--- src/sv/assert_macros.svh ---
// Assertion macros used by the RTL of the fuel ordered priority queue.
// No dependencies; included by fop_datapath, the module that carries assertions.
`ifndef ASSERT_MACROS_SVH
`define ASSERT_MACROS_SVH

// expr must hold at every rising clock edge out of reset
`define ASSERT_ALWAYS(label, clk, rst_n, expr) \
    label: assert property (@(posedge clk) disable iff (!rst_n) (expr)) \
        else $error("assertion failed: invariant");

// cons must hold in the cycle after ante
`define ASSERT_NEXT(label, clk, rst_n, ante, cons) \
    label: assert property (@(posedge clk) disable iff (!rst_n) (ante) |=> (cons)) \
        else $error("assertion failed: next-cycle check");

`endif

--- src/sv/fop_pkg.sv ---
// Package for the fuel ordered priority queue: payload structs, codes,
// controller/datapath interface types and the popcount helper. No dependencies.
`default_nettype none

package fop_pkg;

    localparam int DEPTH_DEFAULT = 16;
    localparam int FUEL_W        = 16;
    localparam int IN_FUEL_W     = 8;
    localparam int TAG_W         = 16;
    localparam int CNT_W         = 5;
    localparam int ZCHUNK        = 8;
    localparam int ZPOP_W        = $clog2(ZCHUNK + 1);

    localparam logic signed [FUEL_W-1:0] FUEL_MIN = {1'b1, {(FUEL_W-1){1'b0}}};

    typedef enum logic [1:0] {
        KIND_ORDERED = 2'd0,
        KIND_TAIL    = 2'd1,
        KIND_REMOVE  = 2'd2,
        KIND_TICK    = 2'd3
    } kind_t;

    typedef struct packed {
        kind_t                kind;
        logic [IN_FUEL_W-1:0] fuel;
        logic [TAG_W-1:0]     tag;
    } request_t;

    typedef struct packed {
        logic                     accepted;
        logic                     head_valid;
        logic [TAG_W-1:0]         head_tag;
        logic signed [FUEL_W-1:0] head_fuel;
        logic [CNT_W-1:0]         entry_count;
        logic [CNT_W-1:0]         zero_fuel_count;
    } result_t;

    typedef enum logic [2:0] {
        ST_IDLE,
        ST_COMPARE,
        ST_UPDATE,
        ST_COUNT,
        ST_REPORT
    } state_t;

    typedef enum logic [2:0] {
        DP_NOP,
        DP_LOAD,
        DP_COMPARE,
        DP_UPDATE,
        DP_COUNT
    } dp_op_t;

    typedef struct packed {
        dp_op_t op;
        logic   report;
    } dp_ctrl_t;

    typedef struct packed {
        logic count_last;
        logic result_ready;
    } dp_status_t;

    function automatic logic [ZPOP_W-1:0] popcount(input logic [ZCHUNK-1:0] v);
        logic [ZPOP_W-1:0] sum;
        sum = '0;
        for (int k = 0; k < ZCHUNK; k++)
        begin
            sum = sum + ZPOP_W'(v[k]);
        end
        return sum;
    endfunction

endpackage

`default_nettype wire

--- src/sv/fop_ctrl.sv ---
// Controller FSM of the fuel ordered priority queue.
// Depends on fop_pkg; drives the datapath through dp_ctrl_t.
`default_nettype none

module fop_ctrl (
    input  wire logic               clk,
    input  wire logic               rst_n,
    input  wire logic               start,
    input  wire fop_pkg::dp_status_t status,
    output fop_pkg::dp_ctrl_t       ctrl,
    output logic                    busy,
    output logic                    done
);

    fop_pkg::state_t state_reg;
    fop_pkg::state_t state_next;

    always_ff @(posedge clk or negedge rst_n)
    begin
        if (!rst_n)
        begin
            state_reg <= fop_pkg::ST_IDLE;
        end
        else
        begin
            state_reg <= state_next;
        end
    end

    always_comb
    begin
        state_next = state_reg;
        case (state_reg)
            fop_pkg::ST_IDLE:
            begin
                if (start)
                begin
                    state_next = fop_pkg::ST_COMPARE;
                end
            end
            fop_pkg::ST_COMPARE: state_next = fop_pkg::ST_UPDATE;
            fop_pkg::ST_UPDATE:  state_next = fop_pkg::ST_COUNT;
            fop_pkg::ST_COUNT:
            begin
                if (status.count_last)
                begin
                    state_next = fop_pkg::ST_REPORT;
                end
            end
            fop_pkg::ST_REPORT:  state_next = fop_pkg::ST_IDLE;
            default:             state_next = fop_pkg::ST_IDLE;
        endcase
    end

    always_comb
    begin
        ctrl.op     = fop_pkg::DP_NOP;
        ctrl.report = 1'b0;
        busy        = 1'b1;
        done        = 1'b0;
        case (state_reg)
            fop_pkg::ST_IDLE:
            begin
                busy = 1'b0;
                if (start)
                begin
                    ctrl.op = fop_pkg::DP_LOAD;
                end
            end
            fop_pkg::ST_COMPARE: ctrl.op = fop_pkg::DP_COMPARE;
            fop_pkg::ST_UPDATE:  ctrl.op = fop_pkg::DP_UPDATE;
            fop_pkg::ST_COUNT:   ctrl.op = fop_pkg::DP_COUNT;
            fop_pkg::ST_REPORT:
            begin
                ctrl.report = 1'b1;
                done        = status.result_ready;
            end
            default:
            begin
                busy = 1'b1;
            end
        endcase
    end

endmodule

`default_nettype wire

--- src/sv/fop_datapath.sv ---
// Datapath of the fuel ordered priority queue: slot shift array, compare
// vector, occupancy and the chunked zero-fuel counter. Depends on fop_pkg and assert_macros.svh.
`default_nettype none

`include "assert_macros.svh"

module fop_datapath #(
    parameter int DEPTH = fop_pkg::DEPTH_DEFAULT
) (
    input  wire logic                clk,
    input  wire logic                rst_n,
    input  wire fop_pkg::request_t   request,
    input  wire fop_pkg::dp_ctrl_t   ctrl,
    output fop_pkg::dp_status_t      status,
    output fop_pkg::result_t         result
);

    localparam int FW     = fop_pkg::FUEL_W;
    localparam int TW     = fop_pkg::TAG_W;
    localparam int CW     = $clog2(DEPTH + 1);
    localparam int NCHUNK = (DEPTH + fop_pkg::ZCHUNK - 1) / fop_pkg::ZCHUNK;
    localparam int CCW    = (NCHUNK > 1) ? $clog2(NCHUNK) : 1;
    localparam int ZW     = NCHUNK * fop_pkg::ZCHUNK;

    fop_pkg::kind_t              kind_reg;
    logic [fop_pkg::IN_FUEL_W-1:0] fuel_reg;
    logic [TW-1:0]               tag_reg;
    logic [DEPTH-1:0]            lt_reg;
    logic [CW-1:0]               occ_reg;
    logic [CW-1:0]               occ_next;
    logic                        acc_reg;
    logic                        acc_next;
    logic [CW-1:0]               zacc_reg;
    logic [CCW-1:0]              cidx_reg;

    logic signed [FW-1:0]        slot_fuel_reg  [DEPTH];
    logic [TW-1:0]               slot_tag_reg   [DEPTH];
    logic signed [FW-1:0]        slot_fuel_next [DEPTH];
    logic [TW-1:0]               slot_tag_next  [DEPTH];

    logic [DEPTH-1:0]            ahead_lt;
    logic [ZW-1:0]               zflag;
    logic                        full;
    logic                        empty;
    logic signed [FW-1:0]        new_fuel;
    logic [31:0]                 occ_wide;
    logic [31:0]                 zacc_wide;

    assign full     = (occ_reg == CW'(DEPTH));
    assign empty    = (occ_reg == '0);
    assign new_fuel = FW'({1'b0, fuel_reg});

    for (genvar i = 0; i < DEPTH; i++)
    begin : g_slot
        logic signed [FW-1:0] lo_fuel;
        logic signed [FW-1:0] hi_fuel;
        logic [TW-1:0]        lo_tag;
        logic [TW-1:0]        hi_tag;

        if (i == 0)
        begin : g_first
            assign ahead_lt[i] = 1'b1;
            assign lo_fuel     = slot_fuel_reg[i];
            assign lo_tag      = slot_tag_reg[i];
        end
        else
        begin : g_rest
            assign ahead_lt[i] = &lt_reg[i-1:0];
            assign lo_fuel     = slot_fuel_reg[i-1];
            assign lo_tag      = slot_tag_reg[i-1];
        end

        if (i == DEPTH - 1)
        begin : g_last
            assign hi_fuel = slot_fuel_reg[i];
            assign hi_tag  = slot_tag_reg[i];
        end
        else
        begin : g_mid
            assign hi_fuel = slot_fuel_reg[i+1];
            assign hi_tag  = slot_tag_reg[i+1];
        end

        always_comb
        begin
            slot_fuel_next[i] = slot_fuel_reg[i];
            slot_tag_next[i]  = slot_tag_reg[i];
            if (ctrl.op == fop_pkg::DP_UPDATE)
            begin
                case (kind_reg)
                    fop_pkg::KIND_ORDERED:
                    begin
                        if (!full)
                        begin
                            if (ahead_lt[i] && !lt_reg[i])
                            begin
                                slot_fuel_next[i] = new_fuel;
                                slot_tag_next[i]  = tag_reg;
                            end
                            else if (!ahead_lt[i])
                            begin
                                slot_fuel_next[i] = lo_fuel;
                                slot_tag_next[i]  = lo_tag;
                            end
                        end
                    end
                    fop_pkg::KIND_TAIL:
                    begin
                        if (!full && CW'(i) == occ_reg)
                        begin
                            slot_fuel_next[i] = new_fuel;
                            slot_tag_next[i]  = tag_reg;
                        end
                    end
                    fop_pkg::KIND_REMOVE:
                    begin
                        if (!empty)
                        begin
                            slot_fuel_next[i] = hi_fuel;
                            slot_tag_next[i]  = hi_tag;
                        end
                    end
                    fop_pkg::KIND_TICK:
                    begin
                        if (slot_fuel_reg[i] != fop_pkg::FUEL_MIN)
                        begin
                            slot_fuel_next[i] = slot_fuel_reg[i] - FW'(1);
                        end
                    end
                    default:
                    begin
                        slot_fuel_next[i] = slot_fuel_reg[i];
                    end
                endcase
            end
        end
    end

    for (genvar j = 0; j < ZW; j++)
    begin : g_zflag
        if (j < DEPTH)
        begin : g_used
            assign zflag[j] = (CW'(j) < occ_reg) && (slot_fuel_reg[j] == '0);
        end
        else
        begin : g_pad
            assign zflag[j] = 1'b0;
        end
    end

    always_ff @(posedge clk)
    begin
        for (int i = 0; i < DEPTH; i++)
        begin
            slot_fuel_reg[i] <= slot_fuel_next[i];
            slot_tag_reg[i]  <= slot_tag_next[i];
        end
    end

    always_ff @(posedge clk)
    begin
        if (ctrl.op == fop_pkg::DP_LOAD)
        begin
            kind_reg <= request.kind;
            fuel_reg <= request.fuel;
            tag_reg  <= request.tag;
        end
        if (ctrl.op == fop_pkg::DP_COMPARE)
        begin
            for (int i = 0; i < DEPTH; i++)
            begin
                lt_reg[i] <= (CW'(i) < occ_reg) && (slot_fuel_reg[i] < new_fuel);
            end
        end
    end

    always_comb
    begin
        occ_next = occ_reg;
        acc_next = 1'b0;
        case (kind_reg)
            fop_pkg::KIND_ORDERED,
            fop_pkg::KIND_TAIL:
            begin
                if (!full)
                begin
                    occ_next = occ_reg + CW'(1);
                    acc_next = 1'b1;
                end
            end
            fop_pkg::KIND_REMOVE:
            begin
                if (!empty)
                begin
                    occ_next = occ_reg - CW'(1);
                    acc_next = 1'b1;
                end
            end
            fop_pkg::KIND_TICK: acc_next = 1'b1;
            default:            acc_next = 1'b0;
        endcase
    end

    always_ff @(posedge clk or negedge rst_n)
    begin
        if (!rst_n)
        begin
            occ_reg  <= '0;
            acc_reg  <= 1'b0;
            zacc_reg <= '0;
            cidx_reg <= '0;
        end
        else
        begin
            case (ctrl.op)
                fop_pkg::DP_UPDATE:
                begin
                    occ_reg  <= occ_next;
                    acc_reg  <= acc_next;
                    zacc_reg <= '0;
                    cidx_reg <= '0;
                end
                fop_pkg::DP_COUNT:
                begin
                    zacc_reg <= zacc_reg + CW'(fop_pkg::popcount(
                        zflag[cidx_reg * fop_pkg::ZCHUNK +: fop_pkg::ZCHUNK]));
                    cidx_reg <= cidx_reg + CCW'(1);
                end
                default:
                begin
                    occ_reg <= occ_reg;
                end
            endcase
        end
    end

    assign status.count_last   = (cidx_reg == CCW'(NCHUNK - 1));
    assign status.result_ready = ctrl.report;

    assign occ_wide  = 32'(occ_reg);
    assign zacc_wide = 32'(zacc_reg);

    always_comb
    begin
        result.accepted        = acc_reg;
        result.head_valid      = !empty;
        result.head_tag        = empty ? '0 : slot_tag_reg[0];
        result.head_fuel       = empty ? '0 : slot_fuel_reg[0];
        result.entry_count     = occ_wide[fop_pkg::CNT_W-1:0];
        result.zero_fuel_count = zacc_wide[fop_pkg::CNT_W-1:0];
    end

    `ASSERT_ALWAYS(a_occ_bound, clk, rst_n, occ_reg <= CW'(DEPTH))
    `ASSERT_NEXT(a_occ_hold, clk, rst_n, ctrl.op != fop_pkg::DP_UPDATE, $stable(occ_reg))
    `ASSERT_NEXT(a_insert_grows, clk, rst_n,
        ctrl.op == fop_pkg::DP_UPDATE && kind_reg == fop_pkg::KIND_ORDERED && !full,
        occ_reg == CW'($past(occ_reg) + CW'(1)) && acc_reg)
    `ASSERT_ALWAYS(a_zero_le_occ, clk, rst_n, !ctrl.report || zacc_reg <= occ_reg)

endmodule

`default_nettype wire

--- src/sv/fuel_ordered_priority_queue.sv ---
// Top level of the fuel ordered priority queue: controller plus datapath.
// Depends on fop_pkg, fop_ctrl and fop_datapath.
//
// One transaction is taken when start is high while busy is low; its result is
// shown for exactly one cycle with done high and must be captured then, since
// this block cannot be held off. busy falls in the cycle after done, and a new
// transaction is taken only once the last one is through. Each transaction
// steps through a compare of all slots, a parallel shift/update over all
// slots, and the zero-fuel count, which sums eight slots per cycle, before
// its result is reported.
`default_nettype none

module fuel_ordered_priority_queue #(
    parameter int DEPTH = fop_pkg::DEPTH_DEFAULT
) (
    input  wire logic              clk,
    input  wire logic              rst_n,
    input  wire logic              start,
    input  wire fop_pkg::request_t request,
    output logic                   busy,
    output logic                   done,
    output fop_pkg::result_t       result
);

    fop_pkg::dp_ctrl_t   ctrl;
    fop_pkg::dp_status_t status;

    fop_ctrl u_ctrl (
        .clk    (clk),
        .rst_n  (rst_n),
        .start  (start),
        .status (status),
        .ctrl   (ctrl),
        .busy   (busy),
        .done   (done)
    );

    fop_datapath #(
        .DEPTH (DEPTH)
    ) u_datapath (
        .clk     (clk),
        .rst_n   (rst_n),
        .request (request),
        .ctrl    (ctrl),
        .status  (status),
        .result  (result)
    );

endmodule

`default_nettype wire
--- config.mk ---
export PLATFORM = sky130hd
export DESIGN_NAME = fuel_ordered_priority_queue
export DESIGN_NICKNAME = d
export VERILOG_FILES = /design/src/sv/fop_pkg.sv /design/src/sv/fop_ctrl.sv /design/src/sv/fop_datapath.sv /design/src/sv/fuel_ordered_priority_queue.sv
export VERILOG_INCLUDE_DIRS = /design/src /design/src/sv
export SDC_FILE = /design/constraint.sdc
export NUM_CORES = 2
export LEC_CHECK = 0
export ABC_AREA = 1
export ABC_CLOCK_PERIOD_IN_PS = 6770
export BUFFER_PORTS_ARGS = -buffer_cell sky130_fd_sc_hd__buf_2
export CORE_MARGIN = 3
export CORE_UTILIZATION = 38
export DETAILED_ROUTE_END_ITERATION = 10
export GPL_ROUTABILITY_DRIVEN = 0
export PLACE_DENSITY = 0.65
export SYNTH_ARGS = -nofsm -noshare
export SYNTH_HDL_FRONTEND = slang
export SYNTH_SLANG_ARGS = --single-unit
--- constraint.sdc ---
create_clock -name clk -period 6.77 [get_ports clk]
set_clock_uncertainty 0.2 [all_clocks]
set_input_delay 0.677 -clock clk [delete_from_list [all_inputs] [get_ports clk]]
set_output_delay 0.677 -clock clk [all_outputs]
set_load 0.1 [all_outputs]
Word level (Yosys, flattened, before mapping)

Memories as Yosys holds them, arrays and structs flattened.
Index checks and enable logic that the tools add are counted.

Multiplexer cells: 253
Equal/unequal tests: 47
Add/subtract/negate cells: 27
Reduce and logical (&&, ||, !) cells: 118
$lt $le $gt $ge: 32
Shifts and indexed selects: 1

Operator list:

| cell                                                                 | count |
|---|---|
| 16-bit 2-to-1 mux                                                    | 206 |
| 16-bit one-hot mux with 4 select lines                               | 16 |
| 16-bit one-hot mux with 3 select lines                               | 15 |
| 16-bit zero test                                                     | 16 |
| 16-bit by 9-bit < comparator with 1-bit output                       | 16 |
| 16-bit inequality test, second input constant                        | 16 |
| 16-bit by 2-bit subtractor with 16-bit output, second input constant | 16 |
| 1-bit logical AND                                                    | 63 |
| 4-bit by 5-bit == test with 1-bit output, first input constant       | 8 |
| 4-bit by 5-bit < comparator with 1-bit output, first input constant  | 8 |
| 16-bit one-hot mux with 2 select lines                               | 1 |
| 4-bit by 1-bit adder with 4-bit output                               | 6 |
| 3-bit one-hot mux with 4 select lines                                | 2 |
| 3-bit by 5-bit == test with 1-bit output, first input constant       | 4 |
| 3-bit by 5-bit < comparator with 1-bit output, first input constant  | 4 |
| 5-bit one-hot mux with 2 select lines                                | 2 |
| 1-bit zero test                                                      | 17 |
| 16-bit by 5-bit variable part select with 8-bit output               | 1 |
| 15-bit AND reduction                                                 | 1 |
| 14-bit AND reduction                                                 | 1 |
| 13-bit AND reduction                                                 | 1 |
| 3-bit by 2-bit == test with 1-bit output, second input constant      | 4 |
| 12-bit AND reduction                                                 | 1 |
| 11-bit AND reduction                                                 | 1 |
| 35 further kinds                                                     | 52 |

Output and inout port bits: 46
Flip-flop bits (word level): 57
Memory bits (writable): 512
Memories: 2

Memory list:

| memory                   | depth | width | read ports | clocked after memory_dff | write ports | RTL line           | source |
|---|---|---|---|---|---|---|---|
| u_datapath.slot_fuel_reg | 16    | 16    | 16         | 0                        | 16          | fop_datapath.sv:36 | `logic signed [FW-1:0] slot_fuel_reg [DEPTH];` |
| u_datapath.slot_tag_reg  | 16    | 16    | 16         | 0                        | 16          | fop_datapath.sv:37 | `logic [TW-1:0] slot_tag_reg [DEPTH];` |

Depth between registers and ports, before layout

An unclocked memory read counts as a cell.

Depth in word-level cells: 13
Depth in mapped cells: 23
Depth with buffers taken out: 23

Modules after synthesis

A second synthesis with hierarchy kept.

Cell total of the unflattened synthesis: 5895
Area total of the unflattened synthesis: 41437.2 um^2

By module, submodules not included:

| module       | area each (um^2) | seq. area each (um^2) | cells each | times used |
|---|---|---|---|---|
| fop_datapath | 41248.3          | 16936.2               | 5869       | 1 |
| fop_ctrl     | 188.9            | 75.1                  | 26         | 1 |

Worst setup path after synthesis

No wires, ideal clock.

Path kind: register -> register
Start point: reg u_datapath.occ_reg[3]
End point: reg u_datapath.zacc_reg[4]
Data arrival time: 5.160 ns
Slack: 1.291 ns
Cell stages (with the launch flop): 21
Path through: dfrtp_1 -> inv_1 -> nor2_1 -> nand2_1 -> nand2_1 -> o21ai_0 -> nand3_1 -> o21ai_0 -> ha_1 -> fa_1 -> inv_1 -> fa_1 -> fa_1 -> fa_1 -> fa_1 -> nor2_1 -> nor2_1 -> nor2_1 -> o21ai_0 -> o21ai_0 -> inv_1

Cells in the longest elaborated chain, start to end: 12
Elaborated cells on any way between the ends: 42
Those cells by class: add/sub (8); order compare (16); shift (1); mux (1); reduce/logical (16)

Ends and longest elaborated chain:

| what                                                                                                                  | RTL line            | source |
|---|---|---|
| from (decl)                                                                                                           | fop_datapath.sv:29  | `logic [CW-1:0] occ_reg;` |
| from (signal assigned)                                                                                                | fop_datapath.sv:218 | `occ_reg <= occ_next;` |
| from (signal assigned)                                                                                                | fop_datapath.sv:231 | `occ_reg <= occ_reg;` |
| 1-bit by 5-bit < comparator with 1-bit output / 4-bit by 5-bit < comparator with 1-bit output (equally long branches) | fop_datapath.sv:143 | `assign zflag[j] = (CW'(j) < occ_reg) && (slot_fuel_reg[j] == '0);` |
| 1-bit logical AND                                                                                                     | fop_datapath.sv:143 |  |
| 16-bit by 5-bit variable part select with 8-bit output (*)                                                            | fop_datapath.sv:226 | `zflag[cidx_reg * fop_pkg::ZCHUNK +: fop_pkg::ZCHUNK]));` |
| 1-bit by 1-bit adder with 2-bit output                                                                                | fop_pkg.sv:70       | `sum = sum + ZPOP_W'(v[k]);` |
| 4-bit by 1-bit adder with 4-bit output (5 in series)                                                                  | fop_pkg.sv:70       |  |
| 4-bit by 1-bit adder with 4-bit output (*)                                                                            | fop_pkg.sv:70       |  |
| 5-bit by 4-bit adder with 5-bit output (*)                                                                            | fop_datapath.sv:225 | `zacc_reg <= zacc_reg + CW'(fop_pkg::popcount(` |
| 5-bit one-hot mux with 2 select lines (*)                                                                             | fop_datapath.sv:215 | `case (ctrl.op)` |
| to (signal assigned)                                                                                                  | fop_datapath.sv:225 |  |
| to (decl)                                                                                                             | fop_datapath.sv:33  | `logic [CW-1:0] zacc_reg;` |

Mark *: on every way between the ends. The rest lies on a longest branch, timed or not.
A chain may end at the register's enable or synchronous reset.

Final worst setup path

Start point: reg u_datapath.occ_reg[2]
End point: reg u_datapath.zacc_reg[4]

Same word-level chain as after synthesis.

==> results.sh <==
export IMPL_status="complete, but fails checks"
export IMPL_violations="design-rule violations"
export IMPL_insertion_delay_ns=0.66
export IMPL_syn_area_mm2=0.04162
export IMPL_max_freq_mhz=181.1
export IMPL_critPathMaxStageDelay_ns=0.55
export IMPL_gr_usage_all_layers_pct=27.18
export IMPL_grt_pass1_wl_um=238200
export IMPL_ys_flop_type="edfxtp_1"
export IMPL_die_x_um=337.0
export IMPL_power_leakage_uw=0.02024
export IMPL_hp_class="input pin to flop"
export IMPL_clock_sinks=569
export IMPL_criticalPathCategory="flop to flop"
export IMPL_overflow=0
export IMPL_crit_path_max_fanout=13
export IMPL_final_hold_violation_count=0
export IMPL_final_setup_worst_slack_ns=1.248
export IMPL_avgSynthCellArea_um2=7.008
export IMPL_die_h_um=337.0
export IMPL_finalNetCount=6097
export IMPL_cts_setup_buffers=0
export IMPL_finalCriticalPeriod_ns=5.522
export IMPL_cts_resized=0
export IMPL_synth_seq_area_share_pct=40.87
export IMPL_worst_ep_arrival_time_ns=5.86
export IMPL_fp_coreArea_mm2=0.1078
export IMPL_grt_pass1_vias=39067
export IMPL_routedWlPerCell_um=21.53
export IMPL_final_setup_viol_count=0
export IMPL_drv_cap=0
export IMPL_wl_met3_um=18030
export IMPL_synth_seq_cells=569
export IMPL_dp_slack_ns=1.343
export IMPL_synth_top_area_share_pct=39.97
export IMPL_critical_path_top_delay_family="adder cells"
export IMPL_synthTopCellsByArea="edfxtp_1 40%, nand2_1 21%, nand3_1 5.0%"
export IMPL_portBuffers=74
export IMPL_top_layer_used="met5"
export IMPL_cp_end_kind="flop"
export IMPL_io_pins=75
export IMPL_ys_warn_count=0
export IMPL_tns_ns=0
export IMPL_fillers=11129
export IMPL_num_vias=42742
export IMPL_wl_met1_um=63290
export IMPL_met2WireLength_um=70170
export IMPL_cp_start_kind="flop"
export IMPL_cts_hold_buf=22
export IMPL_startpoint="u_datapath.occ_reg[2]"
export IMPL_cts_tree="built"
export IMPL_synth_cell_types=51
export IMPL_seqCellArea_mm2=0.01701
export IMPL_drt_iter0_markers=5937
export IMPL_ys_async_sr_fraction_pct=2.636
export IMPL_crit_required_ns=7.11
export IMPL_initial_utilization_pct=38.61
export IMPL_antenna_found_initial=2
export IMPL_ir_drop_v=0.0004080
export IMPL_avgViaCountPerCell=5.798
export IMPL_cts_inserted_buffers=73
export IMPL_power_density_mw_per_mm2=420.3
export IMPL_crit_slowest_cell="dfrtp_1"
export IMPL_cts_root_buf="clkbuf_16"
export IMPL_std_cell_rows=120
export IMPL_syn_nets=6128
export IMPL_rrSetupSlack_ns=1.25
export IMPL_syn_instance_count=5939
export IMPL_rsz0062_at_grt="false"
export IMPL_min_period_over_period_pct=81.56
export IMPL_path_buf_inv=5
export IMPL_relSlewSlack_pct=5.726
export IMPL_regToRegStartpoint="u_datapath.occ_reg[2]"
export IMPL_firstDrtPassIters=10
export IMPL_layout_drive_gt1_share_pct=6.049
export IMPL_place_hpwl_um=109800
export IMPL_postRouteAntennaNets=0
export IMPL_hold_start="request[5]"
export IMPL_synth_area_leader_cell="edfxtp_1"
export IMPL_wl_um=158700
export IMPL_die_area_mm2=0.1135
export IMPL_route_detailed_drc=2
export IMPL_grt_start_max_net_pins=196
export IMPL_worst_slew_pin_slew_ns=1.414
export IMPL_cts_clk_slew_worst_paths_ns=0.06
export IMPL_cts_buffer_depth=3
export IMPL_multi_input_area_mm2=0.02165
export IMPL_syn_to_final_growth_pct=9.713
export IMPL_path_cells="inv_1 > nand2_2 > nor2_1 > inv_1 > o21ai_0 > o21ai_0 > ha_1 > fa_1 > inv_1 > fa_1 > fa_1 > fa_1 > xnor2_1 > ha_1 > inv_1 > nor2_1 > nor2_1 > nor2_1 > o21ai_0 > o21ai_0 > o21ai_0 > inv_1"
export IMPL_drv_slew=0
export IMPL_synth_edff_count=554
export IMPL_cts_max_level=3
[path summary, 6_finish.rpt]
path                                                 endpoint  cells after the start
min in group asynchronous              u_datapath.zacc_reg[2]                      2
max in group asynchronous               u_datapath.occ_reg[0]                      2
worst max-delay path                   u_datapath.zacc_reg[4]                     22
worst min register to register  u_datapath.slot_tag_reg[0][4]                      2
worst max register to register         u_datapath.zacc_reg[4]                     22
worst min-delay path                    u_datapath.tag_reg[5]                      1
[metrics by stage]
| stage | std cells | instance area (um2) | hold WS (ns) | util [%] | power, uW |
|---|---|---|---|---|---|
| 2_1_floorplan | 5939 | 41620 | 0.1814 | - | 12240 |
| 3_3_place_gp | 7214 | 43190 | 0.3422 | 40.06 | 14960 |
| 3_5_place_dp | 7214 | 43190 | 0.3487 | 40.06 | 15110 |
| 4_1_cts | 7371 | 45660 | 0.006658 | 42.36 | 18960 |
| 5_1_grt | 7371 | 45660 | 0.01079 | 42.36 | 20230 |
| 6_report | 7372 | 45670 | 0.04351 | 42.36 | 19190 |
[report_power, final]
group	switching [uW]	internal, uW
Combinational	6250	2150
Sequential	1280	5660
Clock	1690	2150
[routing by layer]
layer	up-vias	GRT usage (%)
met4	4	11.60
li1	19660	-
met5	-	0
met3	445	5.932
met1	20052	36.52
met2	2581	42.21
[final cells by class]
type | instances | area share (%)
diodes | 1 | 0.005480
clock buffers | 99 | 4.354
clock inverters | 36 | 0.5891
inverters | 477 | 3.943
multi-input cells | 4615 | 47.41
flip-flops and latches | 569 | 37.25
well taps | 1403 | 3.844
repair buffers | 172 | 2.597
[logic make-up after synthesis]
family / count (synthesis) / share of synthesized area, %
compound gates: 1030 / 13.64
xor+xnor: 14 / 0.2946
fa+ha+maj: 160 / 4.900
buf+inv: 755 / 7.377
flops: 569 / 40.87
simple gates: 3411 / 32.92
[Yosys cell counts (20+ instances only)]
| cell | count |
|---|---|
| ha_1 | 155 |
| nand3_1 | 419 |
| o21ai_1 | 75 |
| edfxtp_1 | 554 |
| o21bai_1 | 21 |
| nand4_1 | 28 |
| o211ai_1 | 23 |
| a21oi_2 | 32 |
| buf_1 | 40 |
| a21oi_1 | 408 |
| a31oi_1 | 111 |
| nor3_1 | 37 |
| clkbuf_1 | 156 |
| o21ai_0 | 295 |
| clkinv_1 | 20 |
| o22ai_1 | 32 |
| inv_1 | 449 |
| buf_2 | 61 |
| nor2_1 | 502 |
| nand2_1 | 2371 |
[cell usage in the layout, fill, tap and decap left out, types with 15 or more instances in the layout]
cell and n:
nand2_1 2369, edfxtp_1 554, nor2_1 494, inv_1 445, nand3_1 419, a21oi_1 401
o21ai_0 295, ha_1 151, a31oi_1 111, clkbuf_16 76, o21ai_1 75, buf_2 74
buf_4 74, a21oi_2 39, clkinv_1 35, nor3_1 34, o22ai_1 32, nand4_1 28
o211ai_1 23, clkbuf_1 23, dlygate4sd3_1 22, o21bai_1 21, dfrtp_1 15
Power figures use the tool's default switching activity.
